<file path="src/ordered_list_engine_assert.svh">
// Assertion macros shared by the ordered list engine modules.
`ifndef ORDERED_LIST_ENGINE_ASSERT_SVH
`define ORDERED_LIST_ENGINE_ASSERT_SVH

// Same-cycle implication, checked on clk, off while rst_n is low.
`define OLE_ASSERT_IMP(lbl, ante, cons) \
  lbl: assert property (@(posedge clk) disable iff (!rst_n) (ante) |-> (cons)) \
    else $error("ordered list engine check failed");

// Next-cycle implication, checked on clk, off while rst_n is low.
`define OLE_ASSERT_NXT(lbl, ante, cons) \
  lbl: assert property (@(posedge clk) disable iff (!rst_n) (ante) |=> (cons)) \
    else $error("ordered list engine check failed");

`endif

</file>
<file path="src/ole_pkg.sv">
// Shared types, codes and constants of the ordered list engine.
package ole_pkg;

  localparam int unsigned DEPTH_DEF = 16;

  localparam int unsigned ACT_W  = 2;
  localparam int unsigned VAL_W  = 32;
  localparam int unsigned POS_W  = 5;
  localparam int unsigned ST_W   = 2;
  localparam int unsigned FIDX_W = 4;
  localparam int unsigned ECNT_W = 5;

  localparam logic [ACT_W-1:0] ACT_INSERT = 2'd0;
  localparam logic [ACT_W-1:0] ACT_DELETE = 2'd1;
  localparam logic [ACT_W-1:0] ACT_SEARCH = 2'd2;

  localparam logic [ST_W-1:0] ST_DONE  = 2'd0;
  localparam logic [ST_W-1:0] ST_RANGE = 2'd1;
  localparam logic [ST_W-1:0] ST_MISS  = 2'd2;

  typedef struct packed {
    logic [ACT_W-1:0]        action;
    logic signed [VAL_W-1:0] value;
    logic [POS_W-1:0]        position;
  } in_word_t;

  typedef struct packed {
    logic [ST_W-1:0]         status;
    logic [FIDX_W-1:0]       found_index;
    logic signed [VAL_W-1:0] removed_value;
    logic [ECNT_W-1:0]       entry_count;
  } out_word_t;

  // Controller to datapath.
  typedef struct packed {
    logic            load;      // latch request, clear capture
    logic            scan_init; // read pointer to head, all entries left
    logic            up_init;   // read pointer to tail, entries at or above position left
    logic            run;       // step the read pointer while reads remain
    logic            down;      // step direction: toward the head
    logic            wr_up;     // write read word one place higher
    logic            wr_dn;     // write read word one place lower
    logic            wr_put;    // write request value at position
    logic            cap_idx;   // report index of the read word
    logic            cap_val;   // keep the read word as removed value
    logic            cnt_inc;
    logic            cnt_dec;
    logic            resp;      // issue the result word
    logic [ST_W-1:0] status;
  } ctl_cmd_t;

  // Datapath to controller.
  typedef struct packed {
    logic [ACT_W-1:0] action;
    logic             ins_ok;    // position within count and list not full
    logic             up_needed; // entries sit at or above position
    logic             empty;
    logic             rvld;      // read word valid this cycle
    logic             hit;       // read word equals request value
    logic             at_last;   // read word is the last entry
    logic             at_pos;    // read word sits at the insert position
  } ctl_stat_t;

endpackage

</file>
<file path="src/ole_ctrl.sv">
// Request sequencer of the ordered list engine.
`include "ordered_list_engine_assert.svh"

module ole_ctrl (
  input  logic              clk,
  input  logic              rst_n,
  input  logic              start,
  output logic              busy,
  input  ole_pkg::ctl_stat_t stat,
  output ole_pkg::ctl_cmd_t  cmd
);
  import ole_pkg::*;

  typedef enum logic [5:0] {
    S_IDLE     = 6'b000001,
    S_DECIDE   = 6'b000010,
    S_SCAN     = 6'b000100,
    S_SHIFT_UP = 6'b001000,
    S_SHIFT_DN = 6'b010000,
    S_PUT      = 6'b100000
  } ctl_state_t;

  ctl_state_t state_r, state_nxt;

  always_ff @(posedge clk) begin
    if (!rst_n) begin
      state_r <= S_IDLE;
    end else begin
      state_r <= state_nxt;
    end
  end

  assign busy = (state_r != S_IDLE);

  always_comb begin
    cmd       = '0;
    state_nxt = state_r;
    unique case (state_r)
      S_IDLE: begin
        if (start) begin
          cmd.load  = 1'b1;
          state_nxt = S_DECIDE;
        end
      end
      S_DECIDE: begin
        unique case (stat.action) inside
          ACT_INSERT: begin
            if (!stat.ins_ok) begin
              cmd.resp   = 1'b1;
              cmd.status = ST_RANGE;
              state_nxt  = S_IDLE;
            end else if (stat.up_needed) begin
              cmd.up_init = 1'b1;
              state_nxt   = S_SHIFT_UP;
            end else begin
              state_nxt = S_PUT;
            end
          end
          ACT_DELETE, ACT_SEARCH: begin
            if (stat.empty) begin
              cmd.resp   = 1'b1;
              cmd.status = ST_MISS;
              state_nxt  = S_IDLE;
            end else begin
              cmd.scan_init = 1'b1;
              state_nxt     = S_SCAN;
            end
          end
          default: begin
            cmd.resp   = 1'b1;
            cmd.status = ST_RANGE;
            state_nxt  = S_IDLE;
          end
        endcase
      end
      S_SCAN: begin
        cmd.run = 1'b1;
        if (stat.rvld && stat.hit) begin
          if (stat.action == ACT_SEARCH) begin
            cmd.cap_idx = 1'b1;
            cmd.resp    = 1'b1;
            cmd.status  = ST_DONE;
            state_nxt   = S_IDLE;
          end else begin
            cmd.cap_val = 1'b1;
            if (stat.at_last) begin
              cmd.cnt_dec = 1'b1;
              cmd.resp    = 1'b1;
              cmd.status  = ST_DONE;
              state_nxt   = S_IDLE;
            end else begin
              state_nxt = S_SHIFT_DN;
            end
          end
        end else if (stat.rvld && stat.at_last) begin
          cmd.resp   = 1'b1;
          cmd.status = ST_MISS;
          state_nxt  = S_IDLE;
        end
      end
      S_SHIFT_DN: begin
        cmd.run = 1'b1;
        if (stat.rvld) begin
          cmd.wr_dn = 1'b1;
          if (stat.at_last) begin
            cmd.cnt_dec = 1'b1;
            cmd.resp    = 1'b1;
            cmd.status  = ST_DONE;
            state_nxt   = S_IDLE;
          end
        end
      end
      S_SHIFT_UP: begin
        cmd.run  = 1'b1;
        cmd.down = 1'b1;
        if (stat.rvld) begin
          cmd.wr_up = 1'b1;
          if (stat.at_pos) begin
            state_nxt = S_PUT;
          end
        end
      end
      S_PUT: begin
        cmd.wr_put  = 1'b1;
        cmd.cnt_inc = 1'b1;
        cmd.resp    = 1'b1;
        cmd.status  = ST_DONE;
        state_nxt   = S_IDLE;
      end
      default: begin
        state_nxt = S_IDLE;
      end
    endcase
  end

  `OLE_ASSERT_IMP(a_single_write, 1'b1, $onehot0({cmd.wr_up, cmd.wr_dn, cmd.wr_put}))
  `OLE_ASSERT_IMP(a_shift_needs_data, cmd.wr_up || cmd.wr_dn, stat.rvld)
  `OLE_ASSERT_NXT(a_resp_then_idle, cmd.resp, state_r == S_IDLE)

endmodule

</file>
<file path="src/ole_dpath.sv">
// List store, read pointer, write address, count and result register.
`include "ordered_list_engine_assert.svh"

module ole_dpath #(
  parameter int unsigned DEPTH = ole_pkg::DEPTH_DEF
) (
  input  logic               clk,
  input  logic               rst_n,
  input  ole_pkg::in_word_t  in_word,
  input  ole_pkg::ctl_cmd_t  cmd,
  output ole_pkg::ctl_stat_t stat,
  output logic               out_strobe,
  output ole_pkg::out_word_t out_word
);
  import ole_pkg::*;

  localparam int unsigned IDX_W = (DEPTH > 1) ? $clog2(DEPTH) : 1;
  localparam int unsigned CNT_W = $clog2(DEPTH + 1);
  localparam int unsigned CMP_W = (CNT_W > POS_W) ? CNT_W : POS_W;
  localparam int unsigned FI_W  = (IDX_W > FIDX_W) ? IDX_W : FIDX_W;
  localparam int unsigned EC_W  = (CNT_W > ECNT_W) ? CNT_W : ECNT_W;

  logic signed [VAL_W-1:0] mem [DEPTH];

  in_word_t                req_r;
  logic [CNT_W-1:0]        count_r, count_nxt;
  logic [CNT_W-1:0]        ptr_r, ptr_nxt;
  logic [CNT_W-1:0]        left_r, left_nxt;
  logic                    rvld_r;
  logic [IDX_W-1:0]        ridx_r;
  logic signed [VAL_W-1:0] rdata_r;
  logic signed [VAL_W-1:0] hit_val_r, hit_val_nxt;
  logic                    out_strobe_r;
  out_word_t               out_word_r, out_word_nxt;

  logic                    rd_en;
  logic                    we;
  logic [IDX_W-1:0]        waddr;
  logic signed [VAL_W-1:0] wdata;
  logic [CMP_W-1:0]        pos_c, cnt_c, ridx_c;
  logic [FI_W-1:0]         fi_ext;
  logic [EC_W-1:0]         ec_ext;

  assign pos_c  = CMP_W'(req_r.position);
  assign cnt_c  = CMP_W'(count_r);
  assign ridx_c = CMP_W'(ridx_r);

  // Reads run while the pass still has entries to fetch.
  assign rd_en = cmd.run && (left_r != '0);

  always_comb begin
    ptr_nxt  = ptr_r;
    left_nxt = left_r;
    if (cmd.scan_init) begin
      ptr_nxt  = '0;
      left_nxt = count_r;
    end else if (cmd.up_init) begin
      ptr_nxt  = count_r - CNT_W'(1);
      left_nxt = CNT_W'(cnt_c - pos_c);
    end else if (rd_en) begin
      ptr_nxt  = cmd.down ? (ptr_r - CNT_W'(1)) : (ptr_r + CNT_W'(1));
      left_nxt = left_r - CNT_W'(1);
    end
  end

  always_comb begin
    we    = cmd.wr_up || cmd.wr_dn || cmd.wr_put;
    waddr = IDX_W'(req_r.position);
    wdata = req_r.value;
    if (cmd.wr_up) begin
      waddr = ridx_r + IDX_W'(1);
      wdata = rdata_r;
    end else if (cmd.wr_dn) begin
      waddr = ridx_r - IDX_W'(1);
      wdata = rdata_r;
    end
  end

  always_ff @(posedge clk) begin
    if (we) begin
      mem[waddr] <= wdata;
    end
    if (rd_en) begin
      rdata_r <= mem[ptr_r[IDX_W-1:0]];
    end
    ridx_r <= ptr_r[IDX_W-1:0];
  end

  always_comb begin
    count_nxt = count_r;
    if (cmd.cnt_inc) begin
      count_nxt = count_r + CNT_W'(1);
    end else if (cmd.cnt_dec) begin
      count_nxt = count_r - CNT_W'(1);
    end
  end

  always_comb begin
    hit_val_nxt = hit_val_r;
    if (cmd.load) begin
      hit_val_nxt = '0;
    end else if (cmd.cap_val) begin
      hit_val_nxt = rdata_r;
    end
  end

  assign fi_ext = FI_W'(ridx_r);
  assign ec_ext = EC_W'(count_nxt);

  always_comb begin
    out_word_nxt               = out_word_r;
    out_word_nxt.status        = cmd.status;
    out_word_nxt.found_index   = cmd.cap_idx ? fi_ext[FIDX_W-1:0] : '0;
    out_word_nxt.removed_value = hit_val_nxt;
    out_word_nxt.entry_count   = ec_ext[ECNT_W-1:0];
  end

  always_ff @(posedge clk) begin
    if (!rst_n) begin
      count_r      <= '0;
      ptr_r        <= '0;
      left_r       <= '0;
      rvld_r       <= 1'b0;
      out_strobe_r <= 1'b0;
    end else begin
      count_r      <= count_nxt;
      ptr_r        <= ptr_nxt;
      left_r       <= left_nxt;
      rvld_r       <= rd_en;
      out_strobe_r <= cmd.resp;
    end
  end

  always_ff @(posedge clk) begin
    if (cmd.load) begin
      req_r <= in_word;
    end
    hit_val_r <= hit_val_nxt;
    if (cmd.resp) begin
      out_word_r <= out_word_nxt;
    end
  end

  always_comb begin
    stat.action    = req_r.action;
    stat.ins_ok    = (pos_c <= cnt_c) && (count_r != CNT_W'(DEPTH));
    stat.up_needed = (cnt_c > pos_c);
    stat.empty     = (count_r == '0);
    stat.rvld      = rvld_r;
    stat.hit       = (rdata_r == req_r.value);
    stat.at_last   = (ridx_c == (cnt_c - CMP_W'(1)));
    stat.at_pos    = (ridx_c == pos_c);
  end

  assign out_strobe = out_strobe_r;
  assign out_word   = out_word_r;

  `OLE_ASSERT_IMP(a_count_bound, 1'b1, count_r <= CNT_W'(DEPTH))
  `OLE_ASSERT_IMP(a_dec_nonempty, cmd.cnt_dec, count_r != '0)
  `OLE_ASSERT_NXT(a_strobe_single, out_strobe_r, !out_strobe_r)

endmodule

</file>
<file path="src/ordered_list_engine.sv">
// Top level of the ordered list engine: sequencer plus list datapath.
//
//  channel  ports                      handshake
//  -------  -------------------------  ------------------------------------
//  request  start, busy, in_word       taken at an edge with start & !busy
//  result   out_strobe, out_word       one word per request, one cycle wide
//
// The time per word grows with the entries one pass walks: up to the match
// (then on to the tail for a delete), all of them on a miss, those at or above
// the insert position; an error, an empty miss and an insert at the tail walk
// none. Each pass makes at most one list read and one write a cycle.
// Synchronous rst_n empties the list; the receiver cannot stall; busy drops
// in the cycle the result word shows.
module ordered_list_engine #(
  parameter int unsigned DEPTH = ole_pkg::DEPTH_DEF
) (
  input  logic               clk,
  input  logic               rst_n,
  input  logic               start,
  output logic               busy,
  input  ole_pkg::in_word_t  in_word,
  output logic               out_strobe,
  output ole_pkg::out_word_t out_word
);
  import ole_pkg::*;

  // Command and status between the sequencer and the datapath.
  ctl_cmd_t  cmd;
  ctl_stat_t stat;

  // Sequencer: decide, walk the list, issue one result per request.
  ole_ctrl u_ctrl (
    .clk   (clk),
    .rst_n (rst_n),
    .start (start),
    .busy  (busy),
    .stat  (stat),
    .cmd   (cmd)
  );

  // Datapath: list store, pointers, count and the result register.
  ole_dpath #(
    .DEPTH (DEPTH)
  ) u_dpath (
    .clk        (clk),
    .rst_n      (rst_n),
    .in_word    (in_word),
    .cmd        (cmd),
    .stat       (stat),
    .out_strobe (out_strobe),
    .out_word   (out_word)
  );

endmodule
</file>
<file path="config.mk">
export PLATFORM = sky130hd
export DESIGN_NAME = ordered_list_engine
export DESIGN_NICKNAME = d
export VERILOG_FILES = /design/src/ole_pkg.sv /design/src/ole_ctrl.sv /design/src/ole_dpath.sv /design/src/ordered_list_engine.sv
export VERILOG_INCLUDE_DIRS = /design/src /design/src/src
export SDC_FILE = /design/constraint.sdc
export NUM_CORES = 1
export LEC_CHECK = 0
export BUFFER_PORTS_ARGS = -buffer_cell sky130_fd_sc_hd__buf_4
export CAP_MARGIN = 20
export CORE_ASPECT_RATIO = 1.1
export CORE_MARGIN = 2
export CORE_UTILIZATION = 50
export DETAILED_ROUTE_END_ITERATION = 10
export PLACE_DENSITY = 0.66
export SYNTH_ARGS = -nofsm -noshare
export SYNTH_HDL_FRONTEND = slang
export SYNTH_SLANG_ARGS = --single-unit
export TNS_END_PERCENT = 5
</file>
<file path="constraint.sdc">
create_clock -name clk -period 11.8 [get_ports clk]
set_clock_uncertainty 0.15 [all_clocks]
set_input_delay 1.18 -clock clk [delete_from_list [all_inputs] [get_ports clk]]
set_output_delay 1.18 -clock clk [all_outputs]
set_load 0.005 [all_outputs]
</file>
* After elaboration in Yosys (flattened, before gate mapping)
Memories as Yosys holds them, arrays and structs flattened. A register that Yosys moved wholly into a read port is not among the register bits. Cells that the tools add are included. W data, S select, Z words.
Storage, ports and cells: bits in registers 141, bits in writable memories 512, bits of input ports 42, output and inout bits 45, word-level logic and storage cells 120, memories kept 1
Operators by class: add/sub/neg operators 8, order comparisons 2, eq/ne operators 19, multiplexer cells 59, bitwise operators 1, reductions and logical operators 15
Memories:
- u_dpath.mem | words 16, width 32, read ports 1, clocked after memory_dff 1, write ports 1, RTL line ole_dpath.sv:23 | logic signed [VAL_W-1:0] mem [DEPTH];
Operators by type and width (count):
- $mux W32 | 4
- $mux W6 | 9
- $mux W5 | 10
- $eq A32 B32 Y1 | 1
- $pmux W6 S5 | 1
- $mux W3 | 6
- $mux W1 | 17
- $mux W4 | 4
- $sub A5 B1 Y5 const B | 3
- $pmux W3 S4 | 1
- $pmux W6 S2 | 1
- $add A5 B1 Y5 const B | 2
- $eq A4 B5 Y1 | 2
- $mux W2 | 4
- $eq A6 B1 Y1 const B | 1
- $eq A6 B2 Y1 const B | 1
- $eq A6 B3 Y1 const B | 1
- $eq A6 B4 Y1 const B | 1
- $eq A6 B5 Y1 const B | 1
- $eq A6 B6 Y1 const B | 1
- $ne A2 B1 Y1 const B | 3
- $ne A6 B1 Y1 const B | 1
- $pmux W3 S2 | 1
- $reduce_and A6 Y1 | 1
- other kinds (21) | 27

* Longest topological paths before layout
word-level depth 8, mapped depth 12, depth with buffers taken out 10

* Cells and area by module
A second synthesis with hierarchy kept.
Second synthesis, totals: cell total of the unflattened synthesis 1314, area, all modules 26741.9 sq um
By module, submodules not included:
- ole_dpath | times used 1, cells an instance 1233, area each 26132.6 sq um, sequential area each 19839.0 sq um
- ole_ctrl | times used 1, cells an instance 81, area each 609.3 sq um, sequential area each 120.1 sq um

* Least setup slack after synthesis
No wires, ideal clock.
kind register to register, start point register u_ctrl.state_r[4], end point memory u_dpath.mem[4][0], enable pin, library setup time 0.421 ns, arrival time 3.465 ns, data required time 11.229 ns, path slack 7.764 ns, cell stages (with the launch flop) 11, buffers on the path 2, clock period less this slack 4.036 ns, path through dfxtp_1 buf_6 or4_4 or3b_1 buf_6 clkinv_2 o21ai_4 inv_2 o22ai_1 or2_1 nor2_1
Between the ends: cells in the longest elaborated chain, start to end 6, elaborated cells on any way between the ends 12, classes of those cells eq/ne (3); mux (7); reduce/logical (2)
RTL lines:
- start: declaration | RTL line ole_ctrl.sv:23 | ctl_state_t state_r, state_nxt;
- start signal: assignment | RTL line ole_ctrl.sv:29 | state_r <= state_nxt;
- $eq A6 B4 Y1 / $eq A6 B5 Y1 (equally long branches) | RTL line ole_ctrl.sv:38 | unique case (state_r)
- $mux W2 / $mux W1 (equally long branches) | RTL line ole_ctrl.sv:38
- $logic_or A1 B1 Y1 (2 in series) | RTL line ole_dpath.sv:67 | we = cmd.wr_up || cmd.wr_dn || cmd.wr_put;
- $mux W1 | RTL line ole_dpath.sv:80 | if (we) begin
- $mux W1 (not written as such) | RTL line ole_dpath.sv:81 | mem[waddr] <= wdata;
- end: declaration | RTL line ole_dpath.sv:23
Parallel ways exist; a longest one is shown, timed or not.

* Worst setup path after layout
start point register u_ctrl.state_r[0], end point memory u_dpath.mem[2][7], enable pin
Same word-level chain as after synthesis.

==> impl_metrics.env <==
export IMPL_drc=0
export IMPL_period_share_pct=40.9
export IMPL_syn_area_sq_mm=0.0269
export IMPL_report_final_slew_viol_count=0
export IMPL_antenna_found_initial=0
export IMPL_clock_latency_ns=0.61
export IMPL_cp_slowest_stage_delay_ns=0.63
export IMPL_path_class="reg2reg"
export IMPL_dr_pass1_iters=5
export IMPL_swShare_pct=19.9
export IMPL_hold_path_class="reg2reg"
export IMPL_cts_hold_buf=0
export IMPL_cp_depth=10
export IMPL_synthArstFlopShare_pct=0
export IMPL_p_seq_share_pct=54.4
export IMPL_syn2layout_area_growth_pct=14.4
export IMPL_syn_inst=1440
export IMPL_setup_slack_ns=6.97
export IMPL_viasPerCell=6.01
export IMPL_cp_common_cell="buf_4"
export IMPL_end_kind="register"
export IMPL_track_usage_pct=22.5
export IMPL_placementRows=89
export IMPL_syn_nets=1500
export IMPL_routedWlPerCell_microns=26.8
export IMPL_cp_start_kind="register"
export IMPL_cp_required_ns=11.92
export IMPL_drive_gt1_share_pct=25.9
export IMPL_drt_wl_total_microns=61300
export IMPL_cts_buffers=68
export IMPL_hold_path_depth=2
export IMPL_crit_fanout=37
export IMPL_timing_critical_path_slowest_stage_cell="nor2_4"
export IMPL_period_needed_ns=4.83
export IMPL_cts_tree="built"
export IMPL_run_status="finished, final reports clean"
export IMPL_seq_area_frac_synth_pct=74.1
export IMPL_power_density_mw_per_mm2=160
export IMPL_worstMarginPinSlew_ns=0.991
export IMPL_gr_total_overflow=0
export IMPL_pwr_share_comb_pct=2.2
export IMPL_final_nets=1616
export IMPL_cp_num_buf_inv=4
export IMPL_antenna_left=0
export IMPL_pwr_share_clk_pct=43.4
export IMPL_vdd_drop_max_mv=0.107
export IMPL_synth_flop_cell="edfxtp_1"
export IMPL_start_util_pct=50.4
export IMPL_intPower_uw=3950
export IMPL_rsz0062_at_grt="false"
export IMPL_arrival_ns=4.94
export IMPL_max_freq_mhz=207
export IMPL_p_leak_uw=0.00980
export IMPL_cts_buffer_depth=3
export IMPL_path_delay_family="simple AND/OR/NAND/NOR gates"
export IMPL_post_cts_buffers=0
export IMPL_ys_seq_elements=684
export IMPL_place_congestion=0.891
export IMPL_hold_viol=0
export IMPL_vias=13768
export IMPL_clk_pin_slew_ns=0.06
export IMPL_grt_pass1_wl_microns=90000
export IMPL_r2r_worst_path_cells=10
export IMPL_place_ws_ns=7.03
export IMPL_synth_avg_cell_area_sq_um=18.7
export IMPL_n_antenna_cell=0
export IMPL_htree_levels=3
export IMPL_core_sq_mm=0.0535
export IMPL_grt_max_degree=72
export IMPL_dieArea_sq_mm=0.0557
export IMPL_cts_sinks=684
export IMPL_dieHeight_microns=247
export IMPL_root_buffer="clkbuf_16"
export IMPL_path_cells="or4_4 -> or3b_1 -> clkinv_2 -> o21ai_4 -> buf_4 -> inv_2 -> o22ai_2 -> nand2b_1 -> nor2_4 -> buf_4"
export IMPL_synth_warnings=0
export IMPL_max_slew_margin_pct=33.9
export IMPL_hpwl_microns=36800
export IMPL_synth_edff_count=626
export IMPL_timing_setup_tns_ns=0
export IMPL_portBuffers=86
export IMPL_p_sw_uw=983
export IMPL_synth_cell_types=74
export IMPL_grt_pass1_vias=13870
export IMPL_ios=87
export IMPL_drt_iter0_drc=1473
export IMPL_finalSetupViolations=0
export IMPL_die_w_microns=225
export IMPL_max_cap_violations=0
export IMPL_ctsResizeCount=0
kinds of logic (layout without fill, tap and decap cells):
kind of cell               after synthesis  in the layout  share of synthesized area (%)
muxes                                  166            166                           13.6
AOI/OAI and AO/OA                      101            101                           2.61
buffers and inverters                   98            265                           1.49
adders and majority gates               18             18                          0.892
DFF                                    684            684                           74.1
xor gates and xnor gates                53             53                           1.78
and+or+nand+nor                        320            320                           5.46
state kept, by name, indices dropped and copies added, names as in the netlist, 2 cells and up:
register,count
u_dpath.pos_c,5
u_dpath.mem,512
u_dpath.fi_ext,4
u_dpath.stat,2
u_dpath.ptr_r,4
u_dpath.left_r,5
u_ctrl.state_r,6
u_dpath.rdata_r,32
u_dpath.hit_val_r,32
u_dpath.req_r,32
u_dpath.cnt_c,5
u_dpath.out_word,43
power by group through the flow:
stage	Sequential, uW	Combinational (uW)	Clock [uW]
after floorplan	2730	56.5	0
after global placement	2730	106	0
after detailed placement	2730	111	0
after CTS	2680	111	2180
after global routing	2680	121	2270
final	2680	111	2140
routing by layer:
| layer | vias to the layer above | global-route usage [%] | wire [microns] |
|---|---|---|---|
| li1 | 5940 | - | - |
| met1 | 7211 | 30.9 | 25300 |
| met2 | 525 | 37.2 | 30600 |
| met3 | 92 | 3.69 | 4020 |
| met4 | 0 | 7.09 | 1410 |
| met5 | - | 0 | 0 |
synth_stat cells (3+ instances only):
library cell / number / area, sq um
mux4_2: 160 / 3600
nor2b_1: 6 / 37.5
inv_1: 26 / 97.6
a221oi_1: 7 / 61.3
xnor2_1: 34 / 298
mux2i_1: 5 / 50.1
and2_1: 9 / 56.3
nor3_1: 13 / 65.1
nand3_1: 12 / 60.1
o22ai_1: 7 / 43.8
and3_1: 6 / 37.5
o21ai_0: 6 / 30.0
nor4_1: 8 / 50.1
nand2b_1: 7 / 43.8
dfxtp_1: 58 / 1160
or4_1: 3 / 22.5
edfxtp_1: 626 / 18800
a22oi_1: 3 / 22.5
ha_1: 16 / 200
or3_1: 3 / 18.8
buf_1: 12 / 45.0
buf_2: 9 / 45.0
or2_2: 3 / 18.8
a21oi_1: 39 / 195
xor2_1: 18 / 158
nand2_1: 180 / 676
nor3b_1: 3 / 22.5
o211ai_1: 5 / 37.5
a211oi_1: 4 / 30.0
clkbuf_1: 45 / 169
nand4_1: 14 / 87.6
nor2_1: 39 / 146
layout make-up:
cell class | instances | area [sq um]
fill | 3935 | 22700
inverter | 29 | 115
timing repair buffer | 115 | 963
tap | 682 | 853
sequential | 684 | 20000
clock inverter | 29 | 278
multi-input combinational | 658 | 6690
clock buffer | 92 | 1930
worst paths after layout:
path / startpoint / to / slack (ns)
min: u_dpath.hit_val_r[0] / u_dpath.hit_val_r[0] / 0.31
max: u_ctrl.state_r[0] / u_dpath.mem[2][7] / 6.97
min reg2reg: u_dpath.hit_val_r[0] / u_dpath.hit_val_r[0] / 0.31
max reg2reg: u_ctrl.state_r[0] / u_dpath.mem[2][7] / 6.97
per-stage QoR:
stage                     instances  total power (uW)  hold WS [ns]  area [sq um]  utilization [%]
after detailed placement       2167              2840         0.299         28600             53.4
final                          2289              4930         0.305         30800             57.6
after global routing           2289              5070         0.328         30800             57.6
after global placement         2162              2840         0.293         28400             53.2
after floorplan                1440              2780         0.179         26900                -
after CTS                      2288              4970         0.310         30800             57.6
tightest hold or removal path: cells and delay by family (launching register included):
kind            cells  cell delay, ns
compound gates      1            0.06
flops               1            0.30
simple gates        1            0.04
layout by cell type (no fill, tap or decap), types with 3 or more instances in the layout:
cell        count
a211oi_1        4
a21oi_1        39
a221oi_1        7
a22oi_1         3
and2_1          8
and3_1          6
buf_16          5
buf_4         110
bufinv_16       5
clkbuf_1       14
clkbuf_16      71
clkbuf_8        7
clkinv_1        5
clkinv_2       15
clkinvlp_4      4
dfxtp_1        54
edfxtp_1      626
ha_1           16
inv_1          26
mux2i_1         5
mux4_2        160
nand2_1       180
nand2b_1        7
nand3_1        12
nand4_1        14
nor2_1         22
nor2_4         17
nor2b_1         6
nor3_1         13
nor3b_1         3
nor4_1          8
o211ai_1        5
o21ai_0         5
o22ai_1         7
or2_2           3
or3_1           3
xnor2_1        34
xor2_1         18
Power figures use the tool's default switching activity.
